==> src/rtl/ivt_pkg.sv <==
package ivt_pkg;

   // Table geometry
   localparam int DEPTH = 16;
   localparam int WIDTH = 32;
   localparam int IDX_W = $clog2(DEPTH);
   localparam int CNT_W = $clog2(DEPTH + 1);

   // Channel field widths
   localparam int OPCODE_W = 4;
   localparam int POS_W    = 5;
   localparam int VALUE_W  = 32;
   localparam int STATUS_W = 3;
   localparam int FIDX_W   = 4;
   localparam int COUNT_W  = 5;

   // Width used to compare a request position against the fill count
   localparam int CMP_W = (POS_W > CNT_W) ? POS_W : CNT_W;

   typedef logic [WIDTH-1:0] word_type;
   typedef logic [IDX_W-1:0] idx_type;
   typedef logic [CNT_W-1:0] cnt_type;

   typedef enum logic [OPCODE_W-1:0] {
      OP_PUSH         = 4'd0,
      OP_POP          = 4'd1,
      OP_GET          = 4'd2,
      OP_SET          = 4'd3,
      OP_INSERT       = 4'd4,
      OP_REMOVE_AT    = 4'd5,
      OP_REMOVE_VALUE = 4'd6,
      OP_FIND         = 4'd7,
      OP_CLEAR        = 4'd8
   } opcode_type;

   typedef enum logic [STATUS_W-1:0] {
      ST_OK       = 3'd0,
      ST_RANGE    = 3'd1,
      ST_FULL     = 3'd2,
      ST_EMPTY    = 3'd3,
      ST_NOTFOUND = 3'd4
   } status_type;

   typedef enum logic {
      S_IDLE,
      S_EXEC
   } state_type;

   // Controller to datapath commands
   typedef struct packed {
      logic capture;
      logic execute;
   } ctrl_cmd_type;

   // Datapath to controller status
   typedef struct packed {
      logic slot_free;
   } dp_status_type;

endpackage

==> src/rtl/ivt_req_if.sv <==
interface ivt_req_if;
   import ivt_pkg::*;

   logic                valid;
   logic                ready;
   logic [OPCODE_W-1:0] opcode;
   logic [POS_W-1:0]    position;
   logic [VALUE_W-1:0]  elem_value;

   modport source (output valid, output opcode, output position, output elem_value,
                   input ready);
   modport sink   (input valid, input opcode, input position, input elem_value,
                   output ready);
endinterface

==> src/rtl/ivt_rsp_if.sv <==
interface ivt_rsp_if;
   import ivt_pkg::*;

   logic                valid;
   logic                ready;
   logic [STATUS_W-1:0] status;
   logic [VALUE_W-1:0]  read_value;
   logic [FIDX_W-1:0]   found_index;
   logic [COUNT_W-1:0]  entry_count;

   modport source (output valid, output status, output read_value, output found_index,
                   output entry_count, input ready);
   modport sink   (input valid, input status, input read_value, input found_index,
                   input entry_count, output ready);
endinterface

==> src/rtl/ivt_ctrl.sv <==
module ivt_ctrl (
   input  logic                   clock,
   input  logic                   reset,
   input  logic                   req_valid,
   output logic                   req_ready,
   input  ivt_pkg::dp_status_type dp_stat,
   output ivt_pkg::ctrl_cmd_type  cmd
);
   import ivt_pkg::*;

   state_type state_ff;
   state_type state_in;

   // Hold the state
   always_ff @(posedge clock) begin
      if (reset) begin
         state_ff <= S_IDLE;
      end else begin
         state_ff <= state_in;
      end
   end

   // Take a request in idle, commit it once the result slot is free
   always_comb begin
      state_in    = state_ff;
      req_ready   = 1'b0;
      cmd.capture = 1'b0;
      cmd.execute = 1'b0;
      case (state_ff)
         S_IDLE: begin
            req_ready = 1'b1;
            if (req_valid) begin
               cmd.capture = 1'b1;
               state_in    = S_EXEC;
            end
         end
         S_EXEC: begin
            if (dp_stat.slot_free) begin
               cmd.execute = 1'b1;
               state_in    = S_IDLE;
            end
         end
         default: begin
            state_in = S_IDLE;
         end
      endcase
   end

endmodule

==> src/rtl/ivt_datapath.sv <==
module ivt_datapath (
   input  logic                           clock,
   input  logic                           reset,
   input  ivt_pkg::ctrl_cmd_type          cmd,
   output ivt_pkg::dp_status_type         dp_stat,
   input  logic [ivt_pkg::OPCODE_W-1:0]   req_opcode,
   input  logic [ivt_pkg::POS_W-1:0]      req_position,
   input  logic [ivt_pkg::VALUE_W-1:0]    req_elem_value,
   output logic                           rsp_valid,
   input  logic                           rsp_ready,
   output logic [ivt_pkg::STATUS_W-1:0]   rsp_status,
   output logic [ivt_pkg::VALUE_W-1:0]    rsp_read_value,
   output logic [ivt_pkg::FIDX_W-1:0]     rsp_found_index,
   output logic [ivt_pkg::COUNT_W-1:0]    rsp_entry_count
);
   import ivt_pkg::*;

   // Table cells and fill count
   word_type entries_ff [DEPTH];
   word_type entries_in [DEPTH];
   cnt_type  count_ff;
   cnt_type  count_in;

   // Captured request and per-cell match flags
   opcode_type       op_ff;
   logic [POS_W-1:0] pos_ff;
   word_type         val_ff;
   logic [DEPTH-1:0] match_ff;
   logic [DEPTH-1:0] match_in;

   // Result register
   logic       rsp_valid_ff;
   logic       rsp_valid_in;
   status_type status_ff;
   status_type status_in;
   word_type   read_ff;
   word_type   read_in;
   idx_type    fidx_ff;
   idx_type    fidx_in;

   // Execute-cycle decode
   logic     pos_lt_count;
   logic     pos_le_count;
   logic     full;
   logic     empty;
   logic     hit;
   idx_type  hit_idx;
   idx_type  pos_idx;
   idx_type  last_idx;
   idx_type  rd_addr;
   word_type rd_word;
   logic     wr_en;
   logic     up_en;
   idx_type  wr_idx;
   logic     rm_en;
   idx_type  rm_idx;

   // Compare every live cell against the incoming value
   always_comb begin
      for (int i = 0; i < DEPTH; i++) begin
         match_in[i] = (entries_ff[i] == req_elem_value[WIDTH-1:0]) &&
                       (CNT_W'(i) < count_ff);
      end
   end

   // Capture the request with its match flags
   always_ff @(posedge clock) begin
      if (cmd.capture) begin
         op_ff    <= opcode_type'(req_opcode);
         pos_ff   <= req_position;
         val_ff   <= req_elem_value[WIDTH-1:0];
         match_ff <= match_in;
      end
   end

   // Pick the lowest matching index
   always_comb begin
      hit     = |match_ff;
      hit_idx = '0;
      for (int i = DEPTH - 1; i >= 0; i--) begin
         if (match_ff[i]) begin
            hit_idx = IDX_W'(i);
         end
      end
   end

   assign pos_lt_count = CMP_W'(pos_ff) <  CMP_W'(count_ff);
   assign pos_le_count = CMP_W'(pos_ff) <= CMP_W'(count_ff);
   assign full         = (count_ff == CNT_W'(DEPTH));
   assign empty        = (count_ff == '0);
   assign pos_idx      = IDX_W'(pos_ff);
   assign last_idx     = IDX_W'(count_ff - CNT_W'(1));
   assign rd_addr      = (op_ff == OP_POP) ? last_idx : pos_idx;
   assign rd_word      = entries_ff[rd_addr];

   // Decode the operation into status, read data and cell commands
   always_comb begin
      status_in = ST_OK;
      read_in   = '0;
      fidx_in   = '0;
      count_in  = count_ff;
      wr_en     = 1'b0;
      up_en     = 1'b0;
      wr_idx    = pos_idx;
      rm_en     = 1'b0;
      rm_idx    = pos_idx;
      case (op_ff)
         OP_PUSH: begin
            if (full) begin
               status_in = ST_FULL;
            end else begin
               wr_en    = 1'b1;
               wr_idx   = IDX_W'(count_ff);
               count_in = count_ff + CNT_W'(1);
            end
         end
         OP_POP: begin
            if (empty) begin
               status_in = ST_EMPTY;
            end else begin
               read_in  = rd_word;
               count_in = count_ff - CNT_W'(1);
            end
         end
         OP_GET: begin
            if (!pos_lt_count) begin
               status_in = ST_RANGE;
            end else begin
               read_in = rd_word;
            end
         end
         OP_SET: begin
            if (!pos_lt_count) begin
               status_in = ST_RANGE;
            end else begin
               wr_en = 1'b1;
            end
         end
         OP_INSERT: begin
            if (!pos_le_count) begin
               status_in = ST_RANGE;
            end else if (full) begin
               status_in = ST_FULL;
            end else begin
               wr_en    = 1'b1;
               up_en    = 1'b1;
               count_in = count_ff + CNT_W'(1);
            end
         end
         OP_REMOVE_AT: begin
            if (!pos_lt_count) begin
               status_in = ST_RANGE;
            end else begin
               rm_en    = 1'b1;
               count_in = count_ff - CNT_W'(1);
            end
         end
         OP_REMOVE_VALUE: begin
            if (!hit) begin
               status_in = ST_NOTFOUND;
            end else begin
               rm_en    = 1'b1;
               rm_idx   = hit_idx;
               count_in = count_ff - CNT_W'(1);
            end
         end
         OP_FIND: begin
            if (!hit) begin
               status_in = ST_NOTFOUND;
            end else begin
               fidx_in = hit_idx;
            end
         end
         OP_CLEAR: begin
            count_in = '0;
         end
         default: begin
         end
      endcase
   end

   // Per-cell next value: write, shift up for insert, shift down for remove
   for (genvar g = 0; g < DEPTH; g++) begin : g_cell
      always_comb begin
         entries_in[g] = entries_ff[g];
         if (wr_en && (IDX_W'(g) == wr_idx)) begin
            entries_in[g] = val_ff;
         end else if (up_en && (IDX_W'(g) > wr_idx)) begin
            if (g > 0) begin
               entries_in[g] = entries_ff[(g > 0) ? g - 1 : 0];
            end
         end else if (rm_en && (IDX_W'(g) >= rm_idx)) begin
            if (g < DEPTH - 1) begin
               entries_in[g] = entries_ff[(g < DEPTH - 1) ? g + 1 : g];
            end
         end
      end
   end

   // Commit the cells
   always_ff @(posedge clock) begin
      if (cmd.execute) begin
         for (int i = 0; i < DEPTH; i++) begin
            entries_ff[i] <= entries_in[i];
         end
      end
   end

   // Advance the fill count
   always_ff @(posedge clock) begin
      if (reset) begin
         count_ff <= '0;
      end else if (cmd.execute) begin
         count_ff <= count_in;
      end
   end

   // Load the result; drop valid once taken
   assign rsp_valid_in = cmd.execute | (rsp_valid_ff & ~rsp_ready);

   always_ff @(posedge clock) begin
      if (reset) begin
         rsp_valid_ff <= 1'b0;
      end else begin
         rsp_valid_ff <= rsp_valid_in;
      end
   end

   always_ff @(posedge clock) begin
      if (cmd.execute) begin
         status_ff <= status_in;
         read_ff   <= read_in;
         fidx_ff   <= fidx_in;
      end
   end

   // The count only moves on execute, which waits for the slot to empty
   assign dp_stat.slot_free = ~rsp_valid_ff | rsp_ready;
   assign rsp_valid         = rsp_valid_ff;
   assign rsp_status        = status_ff;
   assign rsp_read_value    = VALUE_W'(read_ff);
   assign rsp_found_index   = FIDX_W'(fidx_ff);
   assign rsp_entry_count   = COUNT_W'(count_ff);

endmodule

==> src/rtl/indexed_vector_table_unit.sv <==
// Channel   Dir  Handshake       Payload
// req_if    in   valid / ready   opcode, position, elem_value
// rsp_if    out  valid / ready   status, read_value, found_index, entry_count
//
// The accept edge registers the request along with a compare of every cell against
// elem_value; the execute state then commits the cell update and loads the result
// register once rsp_if is free. No new request is accepted before that commit.
// Reset clears the fill count and the result valid; cell contents are not reset.
// A waiting result does not block intake; a second result waits in the commit
// cycle until rsp_if is free.
module indexed_vector_table_unit (
   input logic      clock,
   input logic      reset,
   ivt_req_if.sink  req_if,
   ivt_rsp_if.source rsp_if
);
   import ivt_pkg::*;

   ctrl_cmd_type  cmd;
   dp_status_type dp_stat;

   ivt_ctrl u_ctrl (
      .clock     (clock),
      .reset     (reset),
      .req_valid (req_if.valid),
      .req_ready (req_if.ready),
      .dp_stat   (dp_stat),
      .cmd       (cmd)
   );

   ivt_datapath u_datapath (
      .clock           (clock),
      .reset           (reset),
      .cmd             (cmd),
      .dp_stat         (dp_stat),
      .req_opcode      (req_if.opcode),
      .req_position    (req_if.position),
      .req_elem_value  (req_if.elem_value),
      .rsp_valid       (rsp_if.valid),
      .rsp_ready       (rsp_if.ready),
      .rsp_status      (rsp_if.status),
      .rsp_read_value  (rsp_if.read_value),
      .rsp_found_index (rsp_if.found_index),
      .rsp_entry_count (rsp_if.entry_count)
   );

   // Intake closes for the commit cycle after every accept
   assert property (@(posedge clock) disable iff (reset)
      (req_if.valid && req_if.ready) |=> !req_if.ready)
      else $error("request accepted during commit cycle");

   // The count never passes the capacity
   assert property (@(posedge clock) disable iff (reset)
      rsp_if.valid |-> (rsp_if.entry_count <= COUNT_W'(DEPTH)))
      else $error("entry count beyond capacity");

   // A full refusal only happens with a full table
   assert property (@(posedge clock) disable iff (reset)
      (rsp_if.valid && rsp_if.status == ST_FULL) |-> (rsp_if.entry_count == COUNT_W'(DEPTH)))
      else $error("full status with free space");

   // Failed operations return no data
   assert property (@(posedge clock) disable iff (reset)
      (rsp_if.valid && rsp_if.status != ST_OK) |->
         (rsp_if.read_value == '0 && rsp_if.found_index == '0))
      else $error("data returned with error status");

endmodule
==> src/flat_wrapper.sv <==
// flat-port wrapper written by rule: the top's interface ports become plain ports
module indexed_vector_table_unit_flat import ivt_pkg::*;
  (clock, reset, req_if_valid, req_if_opcode, req_if_position, req_if_elem_value, req_if_ready, rsp_if_valid, rsp_if_status, rsp_if_read_value, rsp_if_found_index, rsp_if_entry_count, rsp_if_ready);
  ivt_req_if req_if_i ();
  ivt_rsp_if rsp_if_i ();
  input logic clock;
  input logic reset;
  input wire logic [$bits(req_if_i.valid)-1:0] req_if_valid;
  input wire logic [$bits(req_if_i.opcode)-1:0] req_if_opcode;
  input wire logic [$bits(req_if_i.position)-1:0] req_if_position;
  input wire logic [$bits(req_if_i.elem_value)-1:0] req_if_elem_value;
  output wire logic [$bits(req_if_i.ready)-1:0] req_if_ready;
  output wire logic [$bits(rsp_if_i.valid)-1:0] rsp_if_valid;
  output wire logic [$bits(rsp_if_i.status)-1:0] rsp_if_status;
  output wire logic [$bits(rsp_if_i.read_value)-1:0] rsp_if_read_value;
  output wire logic [$bits(rsp_if_i.found_index)-1:0] rsp_if_found_index;
  output wire logic [$bits(rsp_if_i.entry_count)-1:0] rsp_if_entry_count;
  input wire logic [$bits(rsp_if_i.ready)-1:0] rsp_if_ready;
  assign req_if_i.valid = req_if_valid;
  assign req_if_i.opcode = req_if_opcode;
  assign req_if_i.position = req_if_position;
  assign req_if_i.elem_value = req_if_elem_value;
  assign req_if_ready = req_if_i.ready;
  assign rsp_if_valid = rsp_if_i.valid;
  assign rsp_if_status = rsp_if_i.status;
  assign rsp_if_read_value = rsp_if_i.read_value;
  assign rsp_if_found_index = rsp_if_i.found_index;
  assign rsp_if_entry_count = rsp_if_i.entry_count;
  assign rsp_if_i.ready = rsp_if_ready;
  indexed_vector_table_unit u_core (.clock(clock), .reset(reset), .req_if(req_if_i), .rsp_if(rsp_if_i));
endmodule
==> config.mk <==
export PLATFORM = sky130hd
export DESIGN_NAME = indexed_vector_table_unit_flat
export DESIGN_NICKNAME = d
export VERILOG_FILES = /design/src/rtl/ivt_pkg.sv /design/src/rtl/ivt_req_if.sv /design/src/rtl/ivt_rsp_if.sv /design/src/rtl/ivt_ctrl.sv /design/src/rtl/ivt_datapath.sv /design/src/rtl/indexed_vector_table_unit.sv /design/src/flat_wrapper.sv
export SDC_FILE = /design/constraint.sdc
export NUM_CORES = 2
export LEC_CHECK = 0
export BUFFER_PORTS_ARGS = -buffer_cell sky130_fd_sc_hd__buf_2
export CORE_ASPECT_RATIO = 1.75
export CORE_UTILIZATION = 44
export DETAILED_ROUTE_END_ITERATION = 8
export GPL_TIMING_DRIVEN = 0
export SLEW_MARGIN = 10
export SYNTH_ARGS = -nofsm -noshare
export SYNTH_HDL_FRONTEND = slang
export SYNTH_HIERARCHICAL = 1
export SYNTH_SLANG_ARGS = --single-unit
==> constraint.sdc <==
create_clock -name clock -period 7.8 [get_ports clock]
set_input_delay 0.39 -clock clock [delete_from_list [all_inputs] [get_ports clock]]
set_output_delay 0.39 -clock clock [all_outputs]
set_load 0.05 [all_outputs]
== Word level (Yosys, flattened, before mapping) ==
Memory sizes are Yosys's and may differ from the RTL's.
Cells that the tools add are included.
Word-level totals
  flip-flop bits (word level): 103
  bits in writable memories: 512
  input bits: 45
  output and inout bits: 46
  word-level logic and storage cells: 283
  memories: 1
Operators by class
  add/subtract/negate cells: 2
  order comparisons: 49
  eq/ne operators: 44
  mux-type cells: 99
  bitwise gates (word level): 6
  reduce and logical (&&, ||, !) cells: 72
Memories
  u_core.u_datapath.entries_ff: words 16, bits a word 32, read ports 17, clocked after Yosys merged registers in 0, wr ports 16, line ivt_datapath.sv:19  | word_type entries_ff [DEPTH];
Operator list (count)
  32-bit two-way mux: 49
  32-bit equality test: 16
  4-bit two-way mux: 21
  32-bit one-hot mux with 2 select lines: 1
  1-bit logical AND: 63
  4-bit by 5-bit less-than comparator with 1-bit output (first input constant): 8
  4-bit equality test (first input constant): 8
  4-bit > comparator (first input constant): 8
  5-bit one-hot mux with 6 select lines: 1
  4-bit greater-or-equal comparator (first input constant): 7
  5-bit two-way mux: 5
  3-bit by 5-bit less-than comparator with 1-bit output (first input constant): 4
  3-bit by 4-bit equality test with 1-bit output (first input constant): 4
  4-bit by 3-bit equality test with 1-bit output (second input constant): 4
  3-bit by 4-bit greater-or-equal comparator with 1-bit output (first input constant): 4
  3-bit by 4-bit > comparator with 1-bit output (first input constant): 4
  16-bit OR reduction: 1
  3-bit one-hot mux with 5 select lines: 1
  1-bit two-way mux: 14
  1-bit by 5-bit less-than comparator with 1-bit output (first input constant): 2
  2-bit by 5-bit less-than comparator with 1-bit output (first input constant): 2
  2-bit by 4-bit equality test with 1-bit output (first input constant): 2
  4-bit by 2-bit equality test with 1-bit output (second input constant): 2
  1-bit by 4-bit greater-or-equal comparator with 1-bit output (first input constant): 2
  26 further kinds: 39

== Logic depth before layout (Yosys ltp) ==
  depth in word-level cells: 23
  gate-level depth with buffers: 14
  depth with buffers taken out: 9

== By module ==
The synthesis kept the hierarchy.
Modules (own cells, without submodules)
  ivt_datapath: instances 1, cells each 4079, area an instance 39973.3 um2, sequential area each 18377.6 um2
  ivt_ctrl: instances 1, cells each 6, area an instance 55.1 um2, sequential area each 20.0 um2

== Worst setup path after synthesis ==
OpenSTA, ideal clock, no wires.
  path type: reg2reg
  start: register, netlist name u_core/u_datapath/rsp_entry_count[4]
  end: memory u_core/u_datapath/entries_ff[3][0] (netlist name) (enable)
  library setup time: 0.432 ns
  arrival: 4.920 ns
  data required time: 7.368 ns
  path slack: 2.448 ns
  stages on the path, launching flop included: 13
  buffers on the path: 3
  clock period less this slack: 5.352 ns
  cells stage by stage: dfxtp_1 > clkbuf_1 > inv_1 > ha_1 > and2_1 > a221o_1 > o211a_1 > or2_1 > buf_2 > nor3_2 > clkbuf_1 > nor2_1 > a21oi_1
RTL lines (line)
  end: declaration: ivt_datapath.sv:19

==> qor.csv <==
stage,metric,value,unit
detailed_routing,post-DR vias/cell,6.81,
timing,Fin. Hold Viols,0,
timing,Layout Skew,25.8,ps
synthesis,Synth Area in Compound Gates,11.7,%
synthesis,Synth cell types,86,
layout,most frequent cells in the layout,"nand2_1, edfxtp_1, mux2i_1",
outcome,status,"finished, violations left",
cts,CTS sink cnt,615,
global_routing,all-layer global routing usage,51.7,%
critical_path,CP startpoint kind,flop,
power,part of the power in combinational logic,15.4,%
detailed_routing,DR vias,37800,
critical_path,critical path peak fanout,18,
synthesis,#FFs+latches synth,615,
synthesis,Synth Flop Type,edfxtp_1,
detailed_routing,router iterations before antenna repair,8,
synthesis,Post-Syn Area per Cell,9.80,um^2
synthesis,main combinational cell family by area after synthesis,simple AND/OR/NAND/NOR gates,
synthesis,Syn Nets,4138,
placement,Final HPWL DP,192000,um
layout,fillcell total,8641,
worst_hold_path,WHS Path Cells,2,
timing,Max Slew Vio Count,4,
critical_path,crit end category,flop,
floorplanning,chip width,230,um
critical_path,CP Buf/Inv Count,4,
critical_path,CP Cell Sequence,clkbuf_1 -> inv_1 -> ha_1 -> and2_1 -> a221o_1 -> o21ai_1 -> nand2_2 -> nor3_2 -> clkbuf_1 -> nor2_1 -> a21oi_4 -> buf_12,
global_routing,Overflow after GRT,0,
detailed_routing,ANT nets after route,0,
worst_hold_path,Hold WC Path Type,input port to flop,
cts,H-tree Lvls,3,
placement,Placement Setup Slack,2010,ps
layout,flip-flop and latch area,18400,um^2
power,Net Sw Frac,31.1,%
layout,multi-input logic area,20000,um^2
synthesis,Mapped Cells,4085,
synthesis,Mapped Area,40000,um^2
synthesis,area share of fa/ha/maj cells after synthesis,0.250,%
floorplanning,die area,92200,um^2
layout,area grow syn2layout,13.0,%
placement,Placer Congestion,1.20,
critical_path,most frequent CP cell,clkbuf_1,
detailed_routing,Routed WL per cell,43.4,um
job,Max-Cap Viols,3,
critical_path,worst path arrival time,6370,ps
critical_path,Top Family by Delay on Critical Path,buffers and inverters,
detailed_routing,drc violations,0,
power,Sw Pwr,2.59,mW
cts,CTS Root Cell,clkbuf_16,
synthesis,mux cell area share after synthesis,11.5,%
global_routing,vias in the first global route,35600,
critical_path,Worst path slowest cell,nor3_2,
floorplanning,Placement Rows,146,
detailed_routing,DR iter-0 viols,5920,
power,Power Dens Cells,184,nW/um^2
timing,final setup fails,0,
timing,f_max,0.167,GHz
power,sequential share of power,45.3,%
cts,"CTS clk-pin slew, worst paths",70,ps
floorplanning,core area,90200,um^2
synthesis,yosys warns,6,
critical_path,"slowest stage delay, CP",880,ps
critical_path,WP depth,12,
power,"IR drop worst, VDD",0.201,mV
cts,CTS tree,built,
cts,total CTS buffers,67,
floorplanning,I/O Pins,91,
timing,Worst-Margin Slew,1530,ps
power,Pint,5.73,mW
floorplanning,height of the die,401,um
cts,Setup Buffers After CTS,0,
layout,"most common cell after layout, fill and taps aside",nand2_1,
synthesis,"EDFF count, synth",608,
timing,crit path time final,5990,ps
detailed_routing,Routed WL,241000,um
power,Clock power frac,39.3,%
synthesis,Post-synth ARST share,0,%
global_routing,initial antenna violation count,7,
critical_path,FF-to-FF path depth,12,
global_routing,first-pass GRT wire length,317000,um
power,Pleak,15.5,nW
timing,RSZ-0062 raised after global routing,false,
floorplanning,initial core utilization,44.4,%
cts,clock tree buffer depth,3,
timing,setup ws final,1810,ps
critical_path,flop2flop setup slack,1810,ps
critical_path,WP data required,8190,ps
global_routing,largest net degree at the start of global routing,42,
layout,Final Core Density,50.1,%
outcome,failing checks,"capacitance limit, slew limit",
synthesis,"Seq/Total Area, Yosys",46.0,%
timing,Final Cycle Share,76.7,%
timing,worst rel slew slack,-3.17,%
layout,share of layout cells above drive strength 1,10.4,%
placement,number of port buffers,90,
layout,# nets final,4368,
cts,Worst-Skew Late Latency,700,ps
synthesis,Synth Area in Simple Gates,14.7,%
synthesis,post-synthesis xor/xnor area fraction,11.2,%
critical_path,Crit Path Class,flop to flop,
[final cells by class]
class,count,share of cell area (%)
diodes,5,0.0277
clock inverters,31,0.669
flip-flops and latches,615,40.7
clock buffers,83,3.89
inverters,113,0.937
well taps,1184,3.27
repair buffers,161,2.96
plain buffers,348,3.30
multi-input cells,3009,44.3
[stage by stage]
step	instance area [um^2]	TNS (ps)	std cells	total power [mW]	hold WS, ps
finish	45200	0	5549	8.32	31.9
global route	45200	0	5544	8.39	28.3
CTS	45100	0	5541	8.21	6.61
detailed placement	42600	0	5385	4.99	507
global placement	42000	-31310	5359	4.97	496
floorplan	40000	0	4085	4.37	459
[power groups by stage]
stage | Clock [mW] | Sequential (mW) | Combinational, mW
final | 3.27 | 3.77 | 1.28
after global routing | 3.36 | 3.77 | 1.26
after CTS | 3.27 | 3.76 | 1.18
after detailed placement | 0 | 3.83 | 1.16
after global placement | 0 | 3.83 | 1.14
after floorplan | 0 | 3.83 | 0.539
[synth_stat cells, drive strengths merged, types with 5 or more instances]
library cell	number	area share, %
or4	6	0.11
buf	132	1.7
o32ai	5	0.13
nand4	132	2.1
dfxtp	7	0.35
and2	12	0.19
a32oi	64	1.4
a22oi	98	1.8
inv	113	1.1
nand2b	9	0.14
edfxtp	608	46
o21ai	338	4.3
mux2i	386	9.7
nor2	108	1.0
mux2	64	1.8
nor4	91	1.5
clkbuf	216	2.0
a31oi	12	0.24
o211ai	34	0.65
o21a	5	0.094
a21oi	121	1.5
o22ai	36	0.56
ha	8	0.25
xnor2	232	5.1
xor2	280	6.1
nand3	123	1.5
nand2	733	6.9
nor3	36	0.61
[final timing paths]
check                                                                       start                                           endpoint
worst max register to register  u_core/u_datapath/rsp_entry_count[4]$_SDFFE_PP0P_      u_core/u_datapath/entries_ff[2][17]$_DFFE_PP_
worst max-delay path            u_core/u_datapath/rsp_entry_count[4]$_SDFFE_PP0P_      u_core/u_datapath/entries_ff[2][17]$_DFFE_PP_
worst min register to register             u_core/u_datapath/rsp_valid$_SDFF_PP0_             u_core/u_datapath/rsp_valid$_SDFF_PP0_
worst min-delay path                                                        reset  u_core/u_datapath/rsp_entry_count[2]$_SDFFE_PP0P_
[worst register-to-register path: stages (launching register included)]
cell and delay [ps]:
dfxtp_1 560, clkbuf_1 670, inv_1 310, ha_1 430, and2_1 180, a221o_1 370
o21ai_1 300, nand2_2 240, nor3_2 890, clkbuf_1 600, nor2_1 170, a21oi_4 660
buf_12 280
[sequential cells by signal, indices dropped and copies added, names as in the netlist]
signal	flops
u_core/u_ctrl/state_ff	1
u_core/u_datapath/entries_ff	512
u_core/u_datapath/match_ff	16
u_core/u_datapath/op_ff	4
u_core/u_datapath/pos_ff	5
u_core/u_datapath/rsp_entry_count	5
u_core/u_datapath/rsp_found_index	4
u_core/u_datapath/rsp_read_value	32
u_core/u_datapath/rsp_status	3
u_core/u_datapath/rsp_valid	1
u_core/u_datapath/val_ff	32
[timing repair]
| item | in CTS | in global routing |
|---|---|---|
| hold buffers | 42 | 0 |
| endpoints found under the hold margin | 42 | 0 |
| gates resized for setup | 0 | 0 |
[metal layers]
| layer | vias up | share of wire (%) | global-route usage, % | routed length, um |
|---|---|---|---|---|
| met2 | 3088 | 45 | 79.3 | 107000 |
| met5 | - | 0.11 | 2.07 | 253 |
| li1 | 15300 | - | - | - |
| met4 | 6 | 14 | 58.8 | 34500 |
| met1 | 18400 | 32 | 53.9 | 75900 |
| met3 | 1083 | 9.4 | 13.3 | 22700 |
[logic make-up (layout without fill, tap and decap cells)]
logic type                 after synthesis  after routing
buffers and inverters                  461            736
adders and majority gates                8              8
xor gates and xnor gates               512            512
and+or+nand+nor                       1281           1281
AOI/OAI and AO/OA                      758            758
other                                    0              5
muxes                                  450            450
DFF                                    615            615
(Power assumes the default switching activity.)
